### src/rtl/core/pic_pkg.sv
`timescale 1ns / 1ps
`default_nettype none

package pic_pkg;

    localparam int NUM_LINES = 8;

    localparam logic [7:0] PORT_BASE   = 8'hB0;
    localparam logic [7:0] PORT_ENABLE = 8'hB2;
    localparam logic [7:0] PORT_STATUS = 8'hB6;

    typedef enum logic [1:0] {
        CMD_WRITE = 2'd0,
        CMD_READ  = 2'd1,
        CMD_RAISE = 2'd2,
        CMD_CHECK = 2'd3
    } t_pic_cmd;

    typedef struct packed {
        t_pic_cmd    cmd;
        logic [7:0]  port_addr;
        logic [7:0]  write_data;
        logic [2:0]  line_number;
    } t_pic_in;

    typedef struct packed {
        logic [7:0]  read_data;
        logic        take_interrupt;
        logic [10:0] vector_address;
    } t_pic_out;

    // Per-line update controls for one accepted request.
    typedef struct packed {
        logic load_en;
        logic en_bit;
        logic clr;
        logic raise;
    } t_pic_cell_ctl;

endpackage

`default_nettype wire

### src/rtl/core/priority_interrupt_controller.sv
// Eight-line priority interrupt controller.
// Input channel: i_in_valid / o_in_stall carry one request (t_pic_in) per
// cycle while o_in_stall is low: a bus write, a bus read, a line raise or an interrupt check.
// Output channel: o_out_valid / i_out_stall carry exactly one response
// (t_pic_out) for every accepted request, in request order.
// The response is registered in the output register, or first in the skid
// register when the output is stalled. Throughput is one request per cycle
// while o_in_stall is low; the line state lives in a chain of eight cells
// whose priority chain settles within the cycle.
// When the receiver stalls, the held response stays on the output and one
// further response is caught in a skid register; only then does o_in_stall
// rise, and it falls as soon as the output drains.
// Reset (i_rst_n low, synchronous) clears the pending bits, the enable mask,
// the vector base and both output stages.
`timescale 1ns / 1ps
`default_nettype none

module priority_interrupt_controller
    import pic_pkg::*;
(
    input  wire logic    i_clk,
    input  wire logic    i_rst_n,
    input  wire logic    i_in_valid,
    output logic         o_in_stall,
    input  wire t_pic_in i_in_req,
    output logic         o_out_valid,
    input  wire logic    i_out_stall,
    output t_pic_out     o_out_rsp
);

    logic                 accept;
    logic                 wr_req;
    logic [7:0]           r_vec_base;
    t_pic_cell_ctl        cell_ctl [NUM_LINES];
    logic [NUM_LINES:0]   found_chain;
    logic [NUM_LINES-1:0] win_vec;
    logic [NUM_LINES-1:0] en_vec;
    logic [2:0]           win_idx;
    logic [8:0]           vec_sum;
    t_pic_out             rsp;

    logic                 r_out_valid;
    t_pic_out             r_out_rsp;
    logic                 r_skid_valid;
    t_pic_out             r_skid_rsp;
    logic                 out_free;

    assign o_in_stall = r_skid_valid;
    assign accept     = i_in_valid & ~r_skid_valid;
    assign wr_req     = accept && (i_in_req.cmd == CMD_WRITE);

    always_comb begin
        for (int k = 0; k < NUM_LINES; k++) begin
            cell_ctl[k].load_en = wr_req && (i_in_req.port_addr == PORT_ENABLE);
            cell_ctl[k].en_bit  = i_in_req.write_data[k];
            cell_ctl[k].clr     = wr_req && (i_in_req.port_addr == PORT_STATUS)
                                  && i_in_req.write_data[k];
            cell_ctl[k].raise   = accept && (i_in_req.cmd == CMD_RAISE)
                                  && (i_in_req.line_number == 3'(k));
        end
    end

    assign found_chain[0] = 1'b0;

    for (genvar g = 0; g < NUM_LINES; g++) begin : g_line
        pic_cell u_cell (
            .i_clk    (i_clk),
            .i_rst_n  (i_rst_n),
            .i_ctl    (cell_ctl[g]),
            .i_found  (found_chain[g]),
            .o_found  (found_chain[g+1]),
            .o_win    (win_vec[g]),
            .o_enable (en_vec[g])
        );
    end

    always_ff @(posedge i_clk) begin
        if (!i_rst_n) begin
            r_vec_base <= 8'h00;
        end else if (wr_req && (i_in_req.port_addr == PORT_BASE)) begin
            r_vec_base <= i_in_req.write_data;
        end
    end

    always_comb begin
        win_idx = 3'd0;
        for (int k = 0; k < NUM_LINES; k++) begin
            if (win_vec[k]) begin
                win_idx = win_idx | 3'(k);
            end
        end
    end

    assign vec_sum = {1'b0, r_vec_base} + {6'd0, win_idx};

    always_comb begin
        rsp = '0;
        case (i_in_req.cmd)
            CMD_READ: begin
                case (i_in_req.port_addr)
                    PORT_BASE:   rsp.read_data = r_vec_base;
                    PORT_ENABLE: rsp.read_data = en_vec;
                    // With nothing pending the status port reads as line zero.
                    PORT_STATUS: rsp.read_data = found_chain[NUM_LINES] ? win_vec
                                                                        : 8'h01;
                    default:     rsp.read_data = 8'h00;
                endcase
            end
            CMD_CHECK: begin
                if (found_chain[NUM_LINES]) begin
                    rsp.take_interrupt = 1'b1;
                    rsp.vector_address = {vec_sum, 2'b00};
                end
            end
            default: rsp = '0;
        endcase
    end

    assign out_free = ~r_out_valid | ~i_out_stall;

    always_ff @(posedge i_clk) begin
        if (!i_rst_n) begin
            r_out_valid  <= 1'b0;
            r_skid_valid <= 1'b0;
        end else if (out_free) begin
            if (r_skid_valid) begin
                r_out_valid  <= 1'b1;
                r_skid_valid <= 1'b0;
            end else begin
                r_out_valid  <= accept;
            end
        end else if (accept) begin
            r_skid_valid <= 1'b1;
        end
    end

    always_ff @(posedge i_clk) begin
        if (out_free) begin
            r_out_rsp <= r_skid_valid ? r_skid_rsp : rsp;
        end
        if (!out_free && accept) begin
            r_skid_rsp <= rsp;
        end
    end

    assign o_out_valid = r_out_valid;
    assign o_out_rsp   = r_out_rsp;

endmodule

`default_nettype wire

### src/rtl/core/pic_cell.sv
`timescale 1ns / 1ps
`default_nettype none

module pic_cell
    import pic_pkg::*;
(
    input  wire logic          i_clk,
    input  wire logic          i_rst_n,
    input  wire t_pic_cell_ctl i_ctl,
    input  wire logic          i_found,
    output logic               o_found,
    output logic               o_win,
    output logic               o_enable
);

    logic r_pend;
    logic r_en;
    logic n_pend;
    logic n_en;
    logic active;

    always_comb begin
        n_en   = i_ctl.load_en ? i_ctl.en_bit : r_en;
        n_pend = r_pend;
        if (i_ctl.load_en) begin
            n_pend = r_pend & i_ctl.en_bit;
        end
        if (i_ctl.clr) begin
            n_pend = 1'b0;
        end
        // A raise only sticks on a line that is already enabled.
        if (i_ctl.raise && r_en) begin
            n_pend = 1'b1;
        end
    end

    always_ff @(posedge i_clk) begin
        if (!i_rst_n) begin
            r_pend <= 1'b0;
            r_en   <= 1'b0;
        end else begin
            r_pend <= n_pend;
            r_en   <= n_en;
        end
    end

    // Lower lines sit earlier in the chain, so the first active cell wins.
    assign active   = r_pend & r_en;
    assign o_win    = active & ~i_found;
    assign o_found  = active | i_found;
    assign o_enable = r_en;

endmodule

`default_nettype wire

### config.mk
export PLATFORM = sky130hd
export DESIGN_NAME = priority_interrupt_controller
export DESIGN_NICKNAME = d
export VERILOG_FILES = /design/src/rtl/core/pic_pkg.sv /design/src/rtl/core/priority_interrupt_controller.sv /design/src/rtl/core/pic_cell.sv
export SDC_FILE = /design/constraint.sdc
export NUM_CORES = 1
export LEC_CHECK = 0
export ABC_CLOCK_PERIOD_IN_PS = 7700
export BUFFER_PORTS_ARGS = -buffer_cell sky130_fd_sc_hd__buf_2
export CAP_MARGIN = 20
export CORE_ASPECT_RATIO = 0.6
export CORE_UTILIZATION = 34
export CTS_CLUSTER_DIAMETER = 120
export DETAILED_ROUTE_END_ITERATION = 10
export PLACE_DENSITY = 0.6
export SYNTH_ARGS = -nofsm -noshare
export SYNTH_HDL_FRONTEND = slang
export SYNTH_HIERARCHICAL = 1
export SYNTH_SLANG_ARGS = --single-unit
### constraint.sdc
create_clock -name i_clk -period 7.7 [get_ports i_clk]
set_input_delay 0.77 -clock i_clk [delete_from_list [all_inputs] [get_ports i_clk]]
set_output_delay 0.77 -clock i_clk [all_outputs]
set_load 0.01 [all_outputs]
==> results.sh <==
export IMPL_status="completed"
export IMPL_synth_xor_area_share_pct=1.65
export IMPL_path_class="reg2reg"
export IMPL_hold_violations=0
export IMPL_drt_wl_total_um=7840
export IMPL_hold_start="g_line[3].u_cell/r_pend"
export IMPL_io_pins=47
export IMPL_grt_max_degree=37
export IMPL_clock_sinks=62
export IMPL_htree_levels=3
export IMPL_cp_start_kind="register"
export IMPL_crit_required_ns=7.76
export IMPL_maxSlewHeadroom_pct=50.5
export IMPL_critPathCaptureType="register"
export IMPL_rr_startpoint="g_line[0].u_cell/o_enable"
export IMPL_cp_arrival_ns=3.59
export IMPL_powerDensity_nw_per_um2=220
export IMPL_dieWidth_um=127
export IMPL_ctsResizeCount=0
export IMPL_worst_pin_slew_ns=0.743
export IMPL_total_power_uw=844
export IMPL_fin_tns_setup_ns=0
export IMPL_synth_seq_cells=62
export IMPL_antenna_found_initial=0
export IMPL_p_comb_share_pct=5.6
export IMPL_hpwl_um=5640
export IMPL_drive_above_1_share_pct=22.3
export IMPL_synth_top_family_by_area="simple AND/OR/NAND/NOR gates"
export IMPL_rrSetupSlack_ns=4.17
export IMPL_initial_utilization_pct=36.3
export IMPL_fillers=850
export IMPL_yosys_area_share_simple_pct=28.3
export IMPL_rsz0062_at_grt="false"
export IMPL_p_leak_nw=1.36
export IMPL_min_to="g_line[3].u_cell/r_pend"
export IMPL_min_path_cells=2
export IMPL_avgViaCountPerCell=5.11
export IMPL_switching_share_pct=21.4
export IMPL_portBuffers=44
export IMPL_ctsHoldBuffers=0
export IMPL_dieArea_um2=9780
export IMPL_setup_slack_ns=4.17
export IMPL_rows=26
export IMPL_drv_cap=0
export IMPL_ys_seq_area_share_pct=50.3
export IMPL_yosysUniqueCellTypes=44
export IMPL_p_int_uw=663
export IMPL_finalCritPeriodShare_pct=45.8
export IMPL_track_usage_pct=17.4
export IMPL_power_switching_uw=180
export IMPL_via_count=2473
export IMPL_clock_latency_ns=0.33
export IMPL_seq_power_share_pct=42.8
export IMPL_reg2reg_depth=16
export IMPL_r2r_end="o_out_rsp[8]"
export IMPL_cts_clk_slew_worst_paths_ns=0.05
export IMPL_syn_instance_count=320
export IMPL_post_drt_wl_per_cell_um=16.2
export IMPL_period_minus_slack_ns=3.53
export IMPL_postRouteAntennaNets=0
export IMPL_grt_pass1_wl_um=12600
export IMPL_cts_tree="yes"
export IMPL_clock_skew_ns=0.00322
export IMPL_final_common_cell="nand2_1"
export IMPL_gp_congestion=0.817
export IMPL_crit_fanout=4
export IMPL_vdd_ir_drop_max_mv=0.110
export IMPL_finalMaxSlewViolations=0
export IMPL_die_height_um=77.0
export IMPL_drt_initial_drc_count=175
export IMPL_drc_errors=0
export IMPL_final_setup_viol_count=0
export IMPL_layout_cells_non_filler=484
export IMPL_syn_avg_cell_area_um2=9.96
export IMPL_design_core_area_um2=8780
export IMPL_mostFrequentLayoutCells="nand2_1 (45), buf_2 (44), edfxtp_1 (36)"
export IMPL_grt_pass1_vias=2415
export IMPL_final_core_util_pct=43.7
export IMPL_dp_slack_ns=4.25
export IMPL_place_inst=468
export IMPL_grt_ovfl_total=0
export IMPL_synth_compound_area_share_pct=10.8
export IMPL_cts_buffer_depth=2
export IMPL_num_antenna_cells=0
export IMPL_synth_adder_area_share_pct=1.81
export IMPL_numCtsBuffers=9
export IMPL_nets=396
export IMPL_post_cts_buffers=0
export IMPL_max_freq_mhz=283
export IMPL_ys_warnings_count=6
export IMPL_area_growth_pct=20.5
export IMPL_worstHoldPathType="reg2reg"
export IMPL_synth_mux_area_share_pct=3.93
export IMPL_syn_area_um2=3190
export IMPL_firstDrtPassIters=4
export IMPL_cts_root_buffer="clkbuf_16"
export IMPL_clkPwrFrac_pct=51.7
[worst max-delay path, cell delays in order (launching register included)]
cell and delay (ns):
dfxtp_1 0.37, nand2_1 0.08, nand2b_1 0.09, nand2b_1 0.13, nand2b_1 0.13, nand2b_1 0.12, nand2b_1 0.12, nand2b_1 0.12
nand2b_1 0.11, nor2_1 0.07, or4_1 0.53, ha_1 0.23, fa_1 0.41, a21oi_1 0.32, nor3b_1 0.11, xnor2_1 0.21
o31ai_1 0.09
[worst max-delay path by stage]
stage                                          from                        end  depth (start not counted)
after floorplan                        i_in_req[14]  g_line[0].u_cell/o_enable                          5
after global placement    g_line[0].u_cell/o_enable               o_out_rsp[8]                         16
after detailed placement  g_line[0].u_cell/o_enable               o_out_rsp[8]                         16
after CTS                 g_line[0].u_cell/o_enable               o_out_rsp[8]                         16
after global routing      g_line[0].u_cell/o_enable               o_out_rsp[8]                         16
final                     g_line[0].u_cell/o_enable               o_out_rsp[8]                         16
[Yosys cell counts]
| cell type | instances | area, um^2 |
|---|---|---|
| nand2_1 | 45 | 169 |
| conb_1 | 1 | 3.75 |
| o31ai_1 | 10 | 75.1 |
| buf_6 | 2 | 22.5 |
| ha_1 | 3 | 37.5 |
| nand4_2 | 1 | 12.5 |
| o2111ai_2 | 1 | 15.0 |
| and2_1 | 10 | 62.6 |
| a21boi_1 | 8 | 60.1 |
| or4_1 | 3 | 22.5 |
| mux2_2 | 4 | 45.0 |
| dfxtp_1 | 26 | 521 |
| inv_1 | 2 | 7.51 |
| o21ai_0 | 1 | 5.00 |
| buf_2 | 3 | 15.0 |
| buf_4 | 4 | 30.0 |
| and4bb_2 | 1 | 12.5 |
| fa_1 | 1 | 20.0 |
| nand2b_1 | 24 | 150 |
| nor2_1 | 29 | 109 |
| edfxtp_1 | 36 | 1080 |
| nand3_1 | 18 | 90.1 |
| nand3b_1 | 9 | 67.6 |
| o21ai_1 | 8 | 40.0 |
| o31ai_2 | 3 | 37.5 |
| mux2i_1 | 8 | 80.1 |
| inv_2 | 1 | 3.75 |
| nor4b_2 | 1 | 15.0 |
| nor4_4 | 1 | 21.3 |
| nor3_1 | 3 | 15.0 |
| xnor2_1 | 6 | 52.6 |
| nor3b_1 | 3 | 22.5 |
| clkbuf_1 | 5 | 18.8 |
| nor4_2 | 1 | 12.5 |
| or3b_2 | 1 | 8.76 |
| a21oi_1 | 19 | 95.1 |
| nand3_2 | 1 | 10.0 |
| o221ai_1 | 1 | 8.76 |
| nand4_1 | 1 | 6.26 |
| nor2b_1 | 11 | 68.8 |
| nor3b_4 | 1 | 18.8 |
| buf_1 | 1 | 3.75 |
| a21boi_0 | 1 | 7.51 |
| nor4_1 | 1 | 6.26 |
[power by group through the flow]
stage               Sequential (mW)  Clock, mW  Combinational (mW)
finish                        0.361      0.436              0.0470
detailed placement            0.368          0              0.0469
global route                  0.362      0.459              0.0511
CTS                           0.361      0.447              0.0472
floorplan                     0.371          0              0.0228
global placement              0.368          0              0.0461
[layer usage]
metal | GRT usage [%] | vias up | part of all wire [%]
li1 | - | 1223 | -
met1 | 24.7 | 1151 | 51
met2 | 24.1 | 86 | 40
met3 | 6.56 | 13 | 7.4
met4 | 5.24 | 0 | 1.9
met5 | 0 | - | 0
[state kept, by name, summed over array words and instances, names as in the netlist]
name and count:
g_line.u_cell/o_enable 8, g_line.u_cell/r_pend 8, o_in_stall 1, o_out_rsp 18, o_out_valid 1, r_skid_rsp 18, r_vec_base 8
[cells by family after synthesis]
group | after synthesis
AND/OR/NAND/NOR | 165
flip-flops | 62
AO/OA/AOI/OAI | 52
buffers and inverters | 18
multiplexers | 12
XOR/XNOR | 6
adder cells (fa/ha/maj) | 4
other | 1
[layout make-up]
type,count,area (um^2),area share (%)
clock buffer,12,278,7.24
sequential,62,1600,41.7
tap,112,140,3.65
clock inverter,4,51.3,1.34
timing repair buffer,48,250,6.52
multi-input combinational,243,1510,39.2
inverter,3,11.3,0.293
[metrics by stage]
| stage | area (um^2) | hold WS (ns) |
|---|---|---|
| 2_1_floorplan | 3200 | 0.454 |
| 3_5_place_dp | 3510 | 0.484 |
| 4_1_cts | 3840 | 0.491 |
| 3_3_place_gp | 3510 | 0.469 |
| 6_report | 3840 | 0.487 |
| 5_1_grt | 3840 | 0.516 |
No activity file was read; power rests on OpenSTA's default activity.
